File: src/hw/rtl/assert_macros.svh
// Assertion macros shared by the load/store unit RTL.
// Standalone header; no dependencies. Define NO_ASSERTIONS to compile them out.
`ifndef ASSERT_MACROS_SVH
`define ASSERT_MACROS_SVH

`ifndef NO_ASSERTIONS
// clocked check, disabled while reset is asserted (active low)
`define LSU_ASSERT(lbl, clk, rst_n, prop) \
    lbl: assert property (@(posedge clk) disable iff (!rst_n) prop) \
        else $error("load/store unit assertion failed");
// clocked check that also holds during reset
`define LSU_ASSERT_ALWAYS(lbl, clk, prop) \
    lbl: assert property (@(posedge clk) prop) \
        else $error("load/store unit assertion failed");
`else
`define LSU_ASSERT(lbl, clk, rst_n, prop)
`define LSU_ASSERT_ALWAYS(lbl, clk, prop)
`endif

`endif

File: src/hw/rtl/lsu_pkg.sv
// Types, codes and opcode constants of the load/store unit.
// No dependencies; imported by every module of the block.
package lsu_pkg;

    localparam int NUM_SLOTS = 3;

    typedef enum logic [1:0] {
        KIND_WRITE = 2'd0,
        KIND_READ  = 2'd1,
        KIND_DONE  = 2'd2,
        KIND_ERROR = 2'd3
    } lsu_kind_t;

    typedef enum logic [2:0] {
        PEND_NONE = 3'b001,
        PEND_LOAD = 3'b010,
        PEND_POP  = 3'b100
    } lsu_pend_t;

    localparam logic [2:0] REG_B   = 3'd0;
    localparam logic [2:0] REG_C   = 3'd1;
    localparam logic [2:0] REG_D   = 3'd2;
    localparam logic [2:0] REG_E   = 3'd3;
    localparam logic [2:0] REG_H   = 3'd4;
    localparam logic [2:0] REG_L   = 3'd5;
    localparam logic [2:0] REG_MEM = 3'd6;
    localparam logic [2:0] REG_A   = 3'd7;

    localparam logic [1:0] PAIR_BC = 2'd0;
    localparam logic [1:0] PAIR_DE = 2'd1;
    localparam logic [1:0] PAIR_HL = 2'd2;
    localparam logic [1:0] PAIR_AF = 2'd3;

    localparam logic [7:0] OP_LD_A_BC   = 8'h0a;
    localparam logic [7:0] OP_LD_A_DE   = 8'h1a;
    localparam logic [7:0] OP_LD_A_NN   = 8'hfa;
    localparam logic [7:0] OP_LDH_A_C   = 8'hf2;
    localparam logic [7:0] OP_LDH_A_N   = 8'hf0;
    localparam logic [7:0] OP_LD_BC_A   = 8'h02;
    localparam logic [7:0] OP_LD_DE_A   = 8'h12;
    localparam logic [7:0] OP_LD_NN_A   = 8'hea;
    localparam logic [7:0] OP_LDH_C_A   = 8'he2;
    localparam logic [7:0] OP_LDH_N_A   = 8'he0;
    localparam logic [7:0] OP_LD_HL_SPE = 8'hf8;
    localparam logic [7:0] OP_PUSH_BC   = 8'hc5;
    localparam logic [7:0] OP_PUSH_DE   = 8'hd5;
    localparam logic [7:0] OP_PUSH_HL   = 8'he5;
    localparam logic [7:0] OP_PUSH_AF   = 8'hf5;
    localparam logic [7:0] OP_POP_BC    = 8'hc1;
    localparam logic [7:0] OP_POP_DE    = 8'hd1;
    localparam logic [7:0] OP_POP_HL    = 8'he1;
    localparam logic [7:0] OP_POP_AF    = 8'hf1;
    localparam logic [7:0] OP_HALT      = 8'h76;
    localparam logic [1:0] OP_GRP_LD_RR = 2'b01;

    localparam logic [7:0] HIGH_PAGE = 8'hff;

    localparam logic CMD_EXEC = 1'b0;
    localparam logic CMD_DATA = 1'b1;

    typedef struct packed {
        logic       command;
        logic [7:0] opcode;
        logic [7:0] imm_low;
        logic [7:0] imm_high;
        logic [7:0] read_data;
    } lsu_in_t;

    typedef struct packed {
        lsu_kind_t   kind;
        logic [15:0] mem_address;
        logic [7:0]  write_byte;
        logic        last;
        logic [7:0]  acc_out;
        logic [15:0] bc_out;
        logic [15:0] de_out;
        logic [15:0] hl_out;
        logic [15:0] sp_out;
        logic [3:0]  flags_out;
    } lsu_out_t;

    typedef struct packed {
        logic [7:0]  a;
        logic [7:0]  b;
        logic [7:0]  c;
        logic [7:0]  d;
        logic [7:0]  e;
        logic [7:0]  h;
        logic [7:0]  l;
        logic [15:0] sp;
        logic [3:0]  flags;
        lsu_pend_t   pend;
        logic [2:0]  pend_dest;
        logic [1:0]  reads_left;
        logic [7:0]  first_byte;
    } lsu_regs_t;

    typedef struct packed {
        logic [1:0]                        count;
        lsu_kind_t [NUM_SLOTS-1:0]         kind;
        logic [NUM_SLOTS-1:0][15:0]        addr;
        logic [NUM_SLOTS-1:0][7:0]         data;
    } lsu_batch_t;

endpackage

File: src/hw/rtl/lsu_exec.sv
// Combinational execute logic: one request against the register file gives the
// next register file and the batch of up to three results. Depends on lsu_pkg.
module lsu_exec
    import lsu_pkg::*;
(
    input  lsu_in_t    req,
    input  lsu_regs_t  regs,
    output lsu_regs_t  regs_next,
    output lsu_batch_t batch
);

    function automatic logic [7:0] get_reg(lsu_regs_t r, logic [2:0] code);
        logic [7:0] v;
        case (code)
            REG_B:   v = r.b;
            REG_C:   v = r.c;
            REG_D:   v = r.d;
            REG_E:   v = r.e;
            REG_H:   v = r.h;
            REG_L:   v = r.l;
            REG_A:   v = r.a;
            default: v = 8'h00;
        endcase
        return v;
    endfunction

    function automatic lsu_regs_t set_reg(lsu_regs_t r, logic [2:0] code, logic [7:0] v);
        lsu_regs_t o;
        o = r;
        case (code)
            REG_B:   o.b = v;
            REG_C:   o.c = v;
            REG_D:   o.d = v;
            REG_E:   o.e = v;
            REG_H:   o.h = v;
            REG_L:   o.l = v;
            REG_A:   o.a = v;
            default: o = r;
        endcase
        return o;
    endfunction

    logic [7:0]  op;
    logic [7:0]  n1;
    logic [2:0]  dst;
    logic [2:0]  src;
    logic [15:0] bc;
    logic [15:0] de;
    logic [15:0] hl;
    logic [15:0] nn;
    logic [15:0] spe_sum;
    logic [8:0]  low_sum;
    logic [4:0]  nib_sum;
    logic [7:0]  push_lo;
    logic [7:0]  push_hi;
    logic [7:0]  pop_lo;
    logic [7:0]  pop_hi;

    assign op      = req.opcode;
    assign n1      = req.imm_low;
    assign dst     = op[5:3];
    assign src     = op[2:0];
    assign bc      = {regs.b, regs.c};
    assign de      = {regs.d, regs.e};
    assign hl      = {regs.h, regs.l};
    assign nn      = {req.imm_high, req.imm_low};
    assign spe_sum = regs.sp + {{8{n1[7]}}, n1};
    assign low_sum = {1'b0, regs.sp[7:0]} + {1'b0, n1};
    assign nib_sum = {1'b0, regs.sp[3:0]} + {1'b0, n1[3:0]};
    assign pop_lo  = regs.first_byte;
    assign pop_hi  = req.read_data;

    always_comb begin
        unique case (op[5:4])
            PAIR_BC: begin push_lo = regs.c; push_hi = regs.b; end
            PAIR_DE: begin push_lo = regs.e; push_hi = regs.d; end
            PAIR_HL: begin push_lo = regs.l; push_hi = regs.h; end
            PAIR_AF: begin push_lo = {regs.flags, 4'h0}; push_hi = regs.a; end
            default: begin push_lo = 8'h00; push_hi = 8'h00; end
        endcase
    end

    always_comb begin
        regs_next   = regs;
        batch.count = 2'd1;
        for (int i = 0; i < NUM_SLOTS; i++) begin
            batch.kind[i] = KIND_DONE;
            batch.addr[i] = 16'h0000;
            batch.data[i] = 8'h00;
        end

        if (req.command == CMD_DATA) begin
            if (regs.pend == PEND_LOAD && regs.reads_left == 2'd1) begin
                regs_next            = set_reg(regs, regs.pend_dest, req.read_data);
                regs_next.pend       = PEND_NONE;
                regs_next.reads_left = 2'd0;
            end else if (regs.pend == PEND_POP && regs.reads_left == 2'd2) begin
                regs_next.first_byte = req.read_data;
                regs_next.reads_left = 2'd1;
                batch.count          = 2'd0;
            end else if (regs.pend == PEND_POP && regs.reads_left == 2'd1) begin
                unique case (regs.pend_dest[1:0])
                    PAIR_BC: begin regs_next.b = pop_hi; regs_next.c = pop_lo; end
                    PAIR_DE: begin regs_next.d = pop_hi; regs_next.e = pop_lo; end
                    PAIR_HL: begin regs_next.h = pop_hi; regs_next.l = pop_lo; end
                    PAIR_AF: begin regs_next.a = pop_hi; regs_next.flags = pop_lo[7:4]; end
                    default: regs_next = regs;
                endcase
                regs_next.sp         = regs.sp + 16'd2;
                regs_next.pend       = PEND_NONE;
                regs_next.reads_left = 2'd0;
            end else begin
                batch.kind[0] = KIND_ERROR;
            end
        end else if (regs.pend != PEND_NONE) begin
            // new instruction abandons the outstanding read
            regs_next.pend       = PEND_NONE;
            regs_next.reads_left = 2'd0;
            batch.kind[0]        = KIND_ERROR;
        end else if (op[7:6] == OP_GRP_LD_RR && op != OP_HALT) begin
            if (src == REG_MEM) begin
                regs_next.pend       = PEND_LOAD;
                regs_next.pend_dest  = dst;
                regs_next.reads_left = 2'd1;
                batch.kind[0]        = KIND_READ;
                batch.addr[0]        = hl;
            end else if (dst == REG_MEM) begin
                batch.count   = 2'd2;
                batch.kind[0] = KIND_WRITE;
                batch.addr[0] = hl;
                batch.data[0] = get_reg(regs, src);
            end else begin
                regs_next = set_reg(regs, dst, get_reg(regs, src));
            end
        end else begin
            unique case (op) inside
                OP_LD_A_BC, OP_LD_A_DE, OP_LD_A_NN, OP_LDH_A_C, OP_LDH_A_N: begin
                    regs_next.pend       = PEND_LOAD;
                    regs_next.pend_dest  = REG_A;
                    regs_next.reads_left = 2'd1;
                    batch.kind[0]        = KIND_READ;
                    case (op)
                        OP_LD_A_BC: batch.addr[0] = bc;
                        OP_LD_A_DE: batch.addr[0] = de;
                        OP_LD_A_NN: batch.addr[0] = nn;
                        OP_LDH_A_C: batch.addr[0] = {HIGH_PAGE, regs.c};
                        default:    batch.addr[0] = {HIGH_PAGE, n1};
                    endcase
                end
                OP_LD_BC_A, OP_LD_DE_A, OP_LD_NN_A, OP_LDH_C_A, OP_LDH_N_A: begin
                    batch.count   = 2'd2;
                    batch.kind[0] = KIND_WRITE;
                    batch.data[0] = regs.a;
                    case (op)
                        OP_LD_BC_A: batch.addr[0] = bc;
                        OP_LD_DE_A: batch.addr[0] = de;
                        OP_LD_NN_A: batch.addr[0] = nn;
                        OP_LDH_C_A: batch.addr[0] = {HIGH_PAGE, regs.c};
                        default:    batch.addr[0] = {HIGH_PAGE, n1};
                    endcase
                end
                OP_LD_HL_SPE: begin
                    regs_next.flags = {2'b00, nib_sum[4], low_sum[8]};
                    regs_next.h     = spe_sum[15:8];
                    regs_next.l     = spe_sum[7:0];
                end
                OP_PUSH_BC, OP_PUSH_DE, OP_PUSH_HL, OP_PUSH_AF: begin
                    regs_next.sp  = regs.sp - 16'd2;
                    batch.count   = 2'd3;
                    batch.kind[0] = KIND_WRITE;
                    batch.addr[0] = regs.sp - 16'd2;
                    batch.data[0] = push_lo;
                    batch.kind[1] = KIND_WRITE;
                    batch.addr[1] = regs.sp - 16'd1;
                    batch.data[1] = push_hi;
                end
                OP_POP_BC, OP_POP_DE, OP_POP_HL, OP_POP_AF: begin
                    regs_next.pend       = PEND_POP;
                    regs_next.pend_dest  = {1'b0, op[5:4]};
                    regs_next.reads_left = 2'd2;
                    batch.count          = 2'd2;
                    batch.kind[0]        = KIND_READ;
                    batch.addr[0]        = regs.sp;
                    batch.kind[1]        = KIND_READ;
                    batch.addr[1]        = regs.sp + 16'd1;
                end
                default: begin
                    batch.kind[0] = KIND_ERROR;
                end
            endcase
        end
    end

endmodule

File: src/hw/rtl/lsu_state.sv
// Architectural register file and outstanding-read tracking, updated once per
// accepted request. Depends on lsu_pkg and assert_macros.svh.
`include "assert_macros.svh"

module lsu_state
    import lsu_pkg::*;
(
    input  logic      aclk,
    input  logic      aresetn,
    input  logic      update,
    input  lsu_regs_t regs_next,
    output lsu_regs_t regs
);

    lsu_regs_t regs_reg;
    lsu_regs_t regs_init;

    always_comb begin
        regs_init      = '0;
        regs_init.pend = PEND_NONE;
    end

    always_ff @(posedge aclk) begin
        if (!aresetn) begin
            regs_reg <= regs_init;
        end else if (update) begin
            regs_reg <= regs_next;
        end
    end

    assign regs = regs_reg;

    `LSU_ASSERT(a_idle_no_reads, aclk, aresetn, regs_reg.pend == PEND_NONE |-> regs_reg.reads_left == 2'd0)
    `LSU_ASSERT(a_load_one_read, aclk, aresetn, regs_reg.pend == PEND_LOAD |-> regs_reg.reads_left == 2'd1)
    `LSU_ASSERT(a_pop_reads, aclk, aresetn, regs_reg.pend == PEND_POP |-> regs_reg.reads_left != 2'd0)

endmodule

File: src/hw/rtl/lsu_result_buf.sv
// Result register: holds the batch of one request and hands its results out one per
// cycle while m_ready is high, with the register snapshot. Depends on lsu_pkg, assert_macros.svh.
`include "assert_macros.svh"

module lsu_result_buf
    import lsu_pkg::*;
(
    input  logic       aclk,
    input  logic       aresetn,
    input  logic       load,
    input  lsu_batch_t batch,
    input  lsu_regs_t  regs,
    output logic       s_ready,
    output logic       m_valid,
    input  logic       m_ready,
    output lsu_out_t   m_payload
);

    logic [1:0]                 total_reg;
    logic [1:0]                 total_next;
    logic [1:0]                 pos_reg;
    logic [1:0]                 pos_next;
    lsu_kind_t [NUM_SLOTS-1:0]  kind_reg;
    logic [NUM_SLOTS-1:0][15:0] addr_reg;
    logic [NUM_SLOTS-1:0][7:0]  data_reg;
    logic                       is_last;
    logic                       take;

    assign m_valid = total_reg != 2'd0;
    assign is_last = pos_reg == (total_reg - 2'd1);
    assign take    = m_valid && m_ready;
    assign s_ready = !m_valid || (take && is_last);

    always_comb begin
        total_next = total_reg;
        pos_next   = pos_reg;
        if (load) begin
            total_next = batch.count;
            pos_next   = 2'd0;
        end else if (take) begin
            if (is_last) begin
                total_next = 2'd0;
                pos_next   = 2'd0;
            end else begin
                pos_next = pos_reg + 2'd1;
            end
        end
    end

    always_ff @(posedge aclk) begin
        if (!aresetn) begin
            total_reg <= 2'd0;
            pos_reg   <= 2'd0;
        end else begin
            total_reg <= total_next;
            pos_reg   <= pos_next;
        end
    end

    always_ff @(posedge aclk) begin
        if (load) begin
            kind_reg <= batch.kind;
            addr_reg <= batch.addr;
            data_reg <= batch.data;
        end
    end

    // register file only changes when a new batch loads, so it is the snapshot
    always_comb begin
        m_payload.kind        = kind_reg[pos_reg];
        m_payload.mem_address = addr_reg[pos_reg];
        m_payload.write_byte  = data_reg[pos_reg];
        m_payload.last        = is_last;
        m_payload.acc_out     = regs.a;
        m_payload.bc_out      = {regs.b, regs.c};
        m_payload.de_out      = {regs.d, regs.e};
        m_payload.hl_out      = {regs.h, regs.l};
        m_payload.sp_out      = regs.sp;
        m_payload.flags_out   = regs.flags;
    end

    `LSU_ASSERT(a_load_shows, aclk, aresetn, load && batch.count != 2'd0 |=> m_valid && pos_reg == 2'd0)
    `LSU_ASSERT(a_pos_range, aclk, aresetn, m_valid |-> pos_reg < total_reg)
    `LSU_ASSERT(a_drain, aclk, aresetn, take && is_last && !load |=> !m_valid)

endmodule

File: src/hw/rtl/lr35902_load_store_unit.sv
// Load/store unit: register file with LD, LDH, LD HL,SP+e, PUSH and POP.
// Depends on lsu_pkg, lsu_exec, lsu_state and lsu_result_buf.
//
// A request is executed in the cycle it is accepted: the register file updates
// and all of its results (up to three) are loaded into the result register.
// Results leave one per cycle on the m_ channel while m_ready is high, each with
// the register file as it stands after the request. A new request is taken in
// the same cycle as the final result of the previous one, so a request holds the
// result port until its last result is taken; the first data byte of a POP gives
// no result. Throughput is one request per cycle for single-result requests while
// m_ready is high, set by the single result register. Memory read data comes back
// as requests with command set, in the order the reads were issued.
module lr35902_load_store_unit
    import lsu_pkg::*;
(
    input  logic     aclk,
    input  logic     aresetn,
    input  logic     s_valid,
    output logic     s_ready,
    input  lsu_in_t  s_payload,
    output logic     m_valid,
    input  logic     m_ready,
    output lsu_out_t m_payload
);

    logic       s_fire;
    lsu_regs_t  regs;
    lsu_regs_t  regs_next;
    lsu_batch_t batch;

    assign s_fire = s_valid && s_ready;

    lsu_exec u_exec (
        .req       (s_payload),
        .regs      (regs),
        .regs_next (regs_next),
        .batch     (batch)
    );

    lsu_state u_state (
        .aclk      (aclk),
        .aresetn   (aresetn),
        .update    (s_fire),
        .regs_next (regs_next),
        .regs      (regs)
    );

    lsu_result_buf u_result_buf (
        .aclk      (aclk),
        .aresetn   (aresetn),
        .load      (s_fire),
        .batch     (batch),
        .regs      (regs),
        .s_ready   (s_ready),
        .m_valid   (m_valid),
        .m_ready   (m_ready),
        .m_payload (m_payload)
    );

endmodule

File: config.mk
export PLATFORM = sky130hd
export DESIGN_NAME = lr35902_load_store_unit
export DESIGN_NICKNAME = d
export VERILOG_FILES = /design/src/hw/rtl/lsu_pkg.sv /design/src/hw/rtl/lsu_exec.sv /design/src/hw/rtl/lsu_state.sv /design/src/hw/rtl/lsu_result_buf.sv /design/src/hw/rtl/lr35902_load_store_unit.sv
export VERILOG_INCLUDE_DIRS = /design/src /design/src/hw/rtl
export SDC_FILE = /design/constraint.sdc
export NUM_CORES = 1
export LEC_CHECK = 0
export BUFFER_PORTS_ARGS = -buffer_cell sky130_fd_sc_hd__buf_4
export CORE_ASPECT_RATIO = 1.75
export CORE_MARGIN = 3
export CORE_UTILIZATION = 46
export DETAILED_ROUTE_END_ITERATION = 8
export MAX_ROUTING_LAYER = met4
export PLACE_DENSITY = 0.66
export SKIP_CTS_REPAIR_TIMING = 1
export SLEW_MARGIN = 0
export SYNTH_ARGS = -nofsm -noshare
export SYNTH_HDL_FRONTEND = slang
export SYNTH_SLANG_ARGS = --single-unit
File: constraint.sdc
create_clock -name aclk -period 4.28 [get_ports aclk]
set_clock_uncertainty 0.2 [all_clocks]
set_input_delay 0.428 -clock aclk [delete_from_list [all_inputs] [get_ports aclk]]
set_output_delay 0.428 -clock aclk [all_outputs]
set_load 0.01 [all_outputs]
Word level (Yosys, flattened, before mapping)
Cells that the tools add are included.
{ "totals": {"reg_bits": 148} }
{ "op_classes": {"addsub": 9, "magnitude_cmp": 1, "eq_ne": 81, "n_mux": 87, "bitwise": 5, "n_reduce_logical": 53} }
{ "op_table": {"columns": ["operator", "count"], "rows": [
  ["$mux W92", 4],
  ["$mux W8", 28],
  ["$pmux W16 S4", 3],
  ["$mux W76", 2],
  ["$mux W16", 9],
  ["$eq A8 B8 Y1 const B", 15],
  ["$mux W82", 1],
  ["$reduce_and A10 Y1", 7],
  ["$pmux W8 S4", 2],
  ["$pmux W8 S7", 1],
  ["$mux W44", 1],
  ["$mux W40", 1],
  ["$eq A3 B3 Y1 const B", 12],
  ["$mux W2", 18],
  ["$ne A3 B3 Y1 const B", 11],
  ["$bmux W16 S2", 1],
  ["$pmux W16 S2", 1],
  ["$pmux W8 S2", 2],
  ["$reduce_or A9 Y1", 3],
  ["$reduce_bool A2 Y1", 11],
  ["$eq A3 B2 Y1 const B", 7],
  ["$ne A3 B1 Y1 const B", 6],
  ["$add A16 B1 Y16 const B", 1],
  ["$add A16 B16 Y16", 1],
  ["46 further kinds", 88]
]} }

Logic depth before layout (Yosys ltp)
Gate-level depths: netlist (run 1).
{ "depth": {"ltp_word": 13, "mapped_depth": 15, "ltp_nobuf": 15} }

By module
From an unflattened synthesis (run 1), not the netlist that was laid out.
{ "unflattened": {"hier_cells": 1666, "hier_area_um2": 14602.8} }
{ "by_module_without_submodules": {"columns": ["module", "instances", "cells_per_inst", "area_per_inst_um2", "seq_area_each_um2"], "rows": [
  ["lsu_exec", 1, 1096, 7318.3, 0.0],
  ["lsu_result_buf", 1, 273, 3727.3, 2422.3],
  ["lsu_state", 1, 296, 3550.9, 1841.8],
  ["lr35902_load_store_unit", 1, 1, 6.3, 0.0]
]} }

Worst setup path after synthesis (run 1)
OpenSTA, ideal clock, no wires.
{ "synth_path": {"kind": "input -> register", "startpoint": "in s_payload[27] (netlist name)", "endpoint": "reg u_result_buf.addr_reg[31] (netlist name) (data pin)", "setup_ns": 0.259, "arrival_ns": 3.492, "required_time_ns": 3.821, "slack_ns": 0.329, "stages": 15, "n_path_buf": 1, "cell_sequence": "clkbuf_1 nor2_1 nand3_1 nor2_1 inv_2 ha_1 inv_1 fa_1 or2_2 a221oi_1 o211ai_1 a31oi_1 a221oi_1 xnor2_1 nor2_1"} }
{ "synth_via": {"elab_chain_cells": 3, "word_cells_on_any_way": 14} }
{ "synth_rtl": {"columns": ["element", "line_no", "text"], "rows": [
  ["start, declared", "lr35902_load_store_unit.sv:20", "input lsu_in_t s_payload,"],
  ["$eq A8 B8 Y1 (no line) / $ne A8 B7 Y1 (equally long branches)", null, null],
  ["$reduce_or A4 Y1 / $logic_and A1 B1 Y1 (equally long branches)", "lsu_exec.sv:136, lsu_exec.sv:120", null],
  ["$pmux W16 S2 / $reduce_or A3 Y1 (equally long branches)", null, null],
  ["end signal, assigned", "lsu_result_buf.sv:63", "addr_reg <= batch.addr;"],
  ["end, declared", "lsu_result_buf.sv:24", "logic [NUM_SLOTS-1:0][15:0] addr_reg;"]
]} }
Parallel ways exist; a longest one is shown, timed or not.
A chain may end at the register's enable or synchronous reset.

Final worst setup path (run 1)
{ "layout_path": {"startpoint": "reg u_state.regs_reg (netlist bit u_state.regs[21])", "endpoint": "reg u_result_buf.addr_reg[31] (netlist name) (data pin)"} }
{ "layout_via": {"elab_chain_cells": 2, "word_cells_on_any_way": 3} }
{ "layout_rtl": {"columns": ["element", "line_no", "text"], "rows": [
  ["start, declared", "lsu_state.sv:15", "lsu_regs_t regs_reg;"],
  ["start signal, assigned", "lsu_state.sv:25", "regs_reg <= regs_init;"],
  ["start signal, assigned", "lsu_state.sv:27", "regs_reg <= regs_next;"],
  ["$add A16 B1 Y16 / $sub A16 B1 Y16 (equally long branches)", "lsu_exec.sv:185, lsu_exec.sv:174", null],
  ["$pmux W16 S2 (*)", "lsu_exec.sv:136", "unique case (op) inside"]
]} }
Mark *: on every way between the ends. The rest lies on a longest branch, timed or not.

==> impl_metrics.ini, run 1 <==
[status]
outcome = finished, final reports clean

[grt]
grt_util_met1_pct = 37.4
grt_max_degree = 57
antenna_found_initial = 0
gr-usage-met2_pct = 58.1
grt.overflow.total = 0
track_usage_pct = 35.0
grt_pass1_vias = 10300
grtUsageMet3_pct = 5.30
grt_pass1_wl_um = 65100
busiest_layer = met2

[worst_setup_path]
cp_common_cell = a221oi_1
cp-start-kind = flop
worst-setup-path-type = reg2reg
worstPathCellList = ha_1, inv_1, fa_1, or2_2, a221oi_1, o211ai_1, a31oi_1, a221oi_1, xnor2_1, nor2_1
crit_path_end_kind = flop
critPathTopFamily = compound AO/OA/AOI/OAI gates
worst-path-buf-inv = 1
cpPeakStageDelay_ns = 0.73
crit_required_ns = 4.29
crit_fanout = 11
crit_path_top_delay_cell = dfxtp_1
cp.arrival_ns = 3.56

[final_layout]
antenna_cells = 0
drive_above_1_share_pct = 18.8
fin_nets = 1447
area_growth_pct = 12.7
layout.cells.non_filler = 1684
largest_reg_flops = 91
multiInputGateArea_um2 = 6760
final_cell_mix = nor2_1 (183), buf_4 (173), nand2_1 (117), dfxtp_1 (94), mux2i_1 (80)
seq_area_um2 = 3460
fill_cells = 2369
layout_commonest_cell = nor2_1

[sta]
slew_violations = 0
setup_viol = 0
finalHoldViolCount = 0
period_share_pct = 82.9
setup_tns_ns = 0
max_freq_mhz = 282
worst_slew_pin_slew_ns = 1.01
slew-limit-headroom_pct = 32.7
period_minus_slack_ns = 3.55
rsz0062_at_grt = false

[synth]
synth.distinct_cells = 86
synth_warnings = 0
async_reset_ff_share_pct = 0
synth_edf_count = 52
synth_flop_cell = dfxtp_1
synth.yosys.seq_area_share_pct = 30.9
synthesis.nets = 1405
syn-cell-area_um2 = 11200
avgSynthCellArea_um2 = 8.49
ys_ff_latch = 147
synthCells = 1321

[power]
power.density_nw_per_um2 = 286
peakVddDrop_mv = 0.197
power.leakage_nw = 5.11

[detailed_routing]
drc = 0
drt-pass1-iter-count = 5
vias = 10800
drtAntennaViolNets = 0
viasPerCell = 6.44
routedWlPerCell_um = 26.5
drtIter0Drc = 1376
drt-total-wl_um = 44600

[floorplan]
initial_core_util_pct = 46.7
core-area_um2 = 24000
die_h_um = 213
core.rowCount = 75
die_area_um2 = 26400
ios = 142
die_x_um = 124

[clocking]
cts_tree = yes
cts.sinks = 147
clock_path_buffers = 2
htreeDepth = 4
clkTransAtPathRegs_ns = 0.07
clk_latency_ns = 0.46
cts-buffers-inserted = 17
cts-root-buf = clkbuf_16

[flow_run]
maxCapViolations = 0

[placed_design]
hpwl_um = 34900
io_buffers = 140
place_congestion = 1.02
placedCellCount = 1652

[hold_path]
hold_class = in2reg
worst paths after layout:
| kind | endpoint | slack (ns) | depth (start not counted) | start |
|---|---|---|---|---|
| max | u_result_buf.addr_reg[31] | 0.73 | 10 | u_state.regs[21] |
| min | u_state.regs[2] | 0.03 | 3 | s_payload[2] |
| max reg2reg | u_result_buf.addr_reg[31] | 0.73 | 10 | u_state.regs[21] |
| min reg2reg | u_state.regs[12] | 0.27 | 2 | u_state.regs[12] |
cell usage after synthesis, types with 5 or more instances:
cell	n	area (µm²)
a211oi_1	11	82.6
a21o_1	8	60.1
a21oi_1	61	305
a221oi_1	20	175
a22o_1	8	70.1
a22oi_1	42	315
a311oi_1	17	149
a31oi_1	21	131
and2_1	6	37.5
and3_1	18	113
buf_2	8	40.0
buf_4	78	586
clkbuf_1	58	218
dfxtp_1	95	1900
edfxtp_1	52	1560
ha_1	45	563
inv_1	26	97.6
mux2_2	9	101
mux2i_1	80	801
mux4_2	18	405
nand2_1	117	439
nand2b_1	18	113
nand3_1	27	135
nor2_1	183	687
nor2b_1	5	31.3
nor3_1	26	130
nor3b_1	6	45.0
nor4_1	6	37.5
o211ai_1	10	75.1
o21ai_0	72	360
o21ai_1	8	40.0
o21bai_1	5	37.5
o22ai_1	12	75.1
or2_2	5	31.3
or3_1	7	43.8
xnor2_1	30	263
xor2_1	11	96.3
cells by family after synthesis:
family	Yosys count	share of synthesized area (%)
AND/OR/NAND/NOR	452	18.6
adder cells (fa/ha/maj)	47	5.38
XOR/XNOR	41	3.20
AO/OA/AOI/OAI	347	21.3
other	1	0.0334
multiplexers	108	11.8
flip-flops	147	30.9
buffers and inverters	178	8.86
metal layers:
layer | wire length [µm] | share of wire, %
met1 | 15300 | 34
met3 | 3060 | 6.8
met2 | 22100 | 49
met5 | 0 | 0
met4 | 4170 | 9.3
cell type report:
class | count | area share [%]
Timing Repair Buffer | 173 | 10.3
Clock buffer | 23 | 4.03
Sequential cell | 147 | 27.4
Tap cell | 308 | 3.05
Clock inverter | 9 | 0.891
Multi-Input combinational cell | 996 | 53.5
Inverter | 28 | 0.832
worst min-delay path, stage by stage:
cell,delay [ns]
buf_4,0.09
mux2i_1,0.06
nor2_1,0.07
where the power goes:
group / switching [W] / internal [W]
clock network: 0.000620 / 0.000961
logic: 0.000309 / 0.000184
registers: 0.0000474 / 0.00150
metrics by stage:
stage                     setup slack [ns]  utilization [%]  instance area (µm²)  hold slack (ns)  total power, W
after floorplan                      0.329                -                11200            0.246         0.00185
after global placement               0.416             50.0                12000            0.256         0.00205
after detailed placement             0.362             50.0                12000            0.261         0.00206
after CTS                            0.766             52.6                12600           0.0167         0.00362
after global routing                 0.518             52.6                12600           0.0277         0.00373
final                                0.730             52.6                12600           0.0290         0.00362
Power figures use the tool's default switching activity.
==> run 2: changes to the inputs <==
--- a/config.mk
+++ b/config.mk
@@ -12,7 +12,7 @@
 export CORE_UTILIZATION = 46
 export DETAILED_ROUTE_END_ITERATION = 8
 export MAX_ROUTING_LAYER = met4
-export PLACE_DENSITY = 0.66
+export PLACE_DENSITY = 0.68
 export SKIP_CTS_REPAIR_TIMING = 1
 export SLEW_MARGIN = 0
 export SYNTH_ARGS = -nofsm -noshare
==> constraint.sdc (replaced) <==
create_clock -name aclk -period 2.9 [get_ports aclk]
set_clock_uncertainty 0.2 [all_clocks]
set_input_delay 0.29 -clock aclk [delete_from_list [all_inputs] [get_ports aclk]]
set_output_delay 0.29 -clock aclk [all_outputs]
set_load 0.01 [all_outputs]
==> run 2 against run 1 <==
Against the previous run:
- sequential power rose by 47%
- die area did not move
- global-route usage rose by 2.0 points
- largest power group is now sequential cells
- via count rose by 8.5%
- first-iteration DRC count fell by 5.7%
- combinational power rose by 77%
- cell area rose by 12%
- maximum frequency rose by 24%
- highest routed layer unchanged
- critical endpoint is now u_state.regs[43]
- non-clock buffer count rose by 164
- wire length rose by 6.0%
- worst setup slack got worse by 0.70 ns
- sequential cell count did not move
==> impl_metrics.ini, run 2 (synthesized netlist as in run 1, its figures left out) <==
[worst_setup_path]
worstPathCellList = inv_1, ha_4, xor2_2, a31o_4, nand3_2, or4_4, a311oi_4, buf_4, clkbuf_16, nand2b_4, a21oi_2
cp.arrival_ns = 3.03
critPathTopFamily = simple AND/OR/NAND/NOR gates
startpoint = u_result_buf.total_reg[0]
r2r_cells = 11
endpoint = u_state.regs[43]
crit_path_top_delay_cell = or4_4
crit_fanout = 7
timing.rr.end = u_state.regs[43]
worst-path-buf-inv = 3
crit_path_end_kind = flop
path_depth = 11
crit_required_ns = 3.06
timing.rr.start = u_result_buf.total_reg[0]
r2r_slack_ns = 0.03
cpPeakStageDelay_ns = 0.57
cp-start-kind = flop
worst-setup-path-type = reg2reg

[grt]
antenna_found_initial = 0
grt_pass1_wl_um = 69500
grt_max_degree = 53
grt.overflow.total = 0
track_usage_pct = 37.0
grt_pass1_vias = 11300

[detailed_routing]
drtAntennaViolNets = 0
drtIter0Drc = 1298
drt-pass1-iter-count = 6
vias = 11800
routedWlPerCell_um = 25.6
drc = 0
drt-total-wl_um = 47300
viasPerCell = 6.37

[clocking]
cts.sinks = 147
cts_tree = yes
clock_path_buffers = 2
cts-root-buf = clkbuf_16
cts-buffers-inserted = 17
clk_latency_ns = 0.47
htreeDepth = 4
clkTransAtPathRegs_ns = 0.07

[sta]
finalHoldViolCount = 0
rsz0062_at_grt = true
slew-limit-headroom_pct = 31.8
whs_ns = 0.0220
max_freq_mhz = 349
slew_violations = 0
period_share_pct = 98.9
period_minus_slack_ns = 2.87
worst_slew_pin_slew_ns = 1.02
setup_viol = 0

[floorplan]
die_x_um = 124
core-area_um2 = 24000
core.rowCount = 75
die_area_um2 = 26400
initial_core_util_pct = 46.7
die_h_um = 213
ios = 142

[power]
peakVddDrop_mv = 0.402
power.leakage_nw = 5.96
power.density_nw_per_um2 = 377

[final_layout]
layout_commonest_cell = buf_4
largest_reg_flops = 91
final_cell_mix = buf_4 (321), nor2_1 (181), nand2_1 (115), dfxtp_1 (90), mux2i_1 (80)
fin_nets = 1611
drive_above_1_share_pct = 29.2
utilization_pct = 59.0
area_growth_pct = 26.5
fill_cells = 2261
layout.cells.non_filler = 1848
antenna_cells = 0

[hold_path]
hold_class = in2reg

[placed_design]
io_buffers = 140
place_congestion = 1.03
hpwl_um = 37600
placedCellCount = 1805

[status]
outcome = finished, final reports clean

[flow_run]
maxCapViolations = 0
==> run 2: worst min path at each step <==
stage / cells past startpoint / to / slack [ns] / from
6_report: 4 / u_result_buf.pos_reg[0] / 0.02 / m_ready
5_1_grt: 4 / u_result_buf.pos_reg[0] / 0.05 / m_ready
4_1_cts: 3 / u_state.regs[2] / -0.12 / s_payload[2]
3_5_place_dp: 2 / u_state.regs[12] / 0.26 / u_state.regs[12]
3_3_place_gp: 2 / u_state.regs[12] / 0.26 / u_state.regs[12]
2_1_floorplan: 2 / u_state.regs[0] / 0.24 / s_payload[0]
==> run 2: report_power, final <==
group | total [W] | leakage [nW] | internal [W] | switching (W)
clock network | 0.00221 | 0.282 | 0.00118 | 0.00103
registers | 0.00226 | 1.28 | 0.00221 | 0.0000546
logic | 0.000875 | 4.40 | 0.000357 | 0.000518
total | 0.00534 | 5.96 | 0.00375 | 0.00160
==> run 2: worst register-to-register path, delay by kind of cell (launching register included) <==
family,cells,cell delay (ns)
and+or+nand+nor,3,0.80
AOI/OAI and AO/OA,3,0.60
buffers and inverters,3,0.40
xor gates and xnor gates,1,0.17
DFF,1,0.34
adders and majority gates,1,0.27
==> run 2: stage by stage <==
step | total power [W] | worst slack (ns) | TNS (ns) | area (µm²)
after floorplan | 0.00275 | -0.141 | -0.164 | 11300
final | 0.00534 | 0.0312 | 0 | 14200
after global placement | 0.00313 | -0.191 | -0.695 | 13400
after detailed placement | 0.00313 | -0.214 | -1.05 | 13400
after global routing | 0.00549 | -0.0378 | -0.110 | 14200
after CTS | 0.00531 | -0.0771 | -0.218 | 13900
==> run 2: layout make-up <==
| type | count | area [µm²] | share of cell area (%) |
|---|---|---|---|
| clock buffers | 18 | 450 | 3.18 |
| clock inverters | 14 | 131 | 0.926 |
| inverters | 28 | 114 | 0.803 |
| multi-input cells | 996 | 6980 | 49.2 |
| flip-flops and latches | 147 | 3470 | 24.5 |
| well taps | 308 | 385 | 2.72 |
| repair buffers | 337 | 2660 | 18.7 |
==> run 2: routing by layer <==
layer / wire length, µm / track usage, % / share of wire (%) / up-vias
li1: - / - / - / 5220
met1: 15700 / 38.6 / 33 / 5597
met2: 23300 / 60.1 / 49 / 673
met3: 3600 / 6.76 / 7.6 / 273
met4: 4740 / 29.8 / 10 / 0
met5: 0 / - / 0 / -
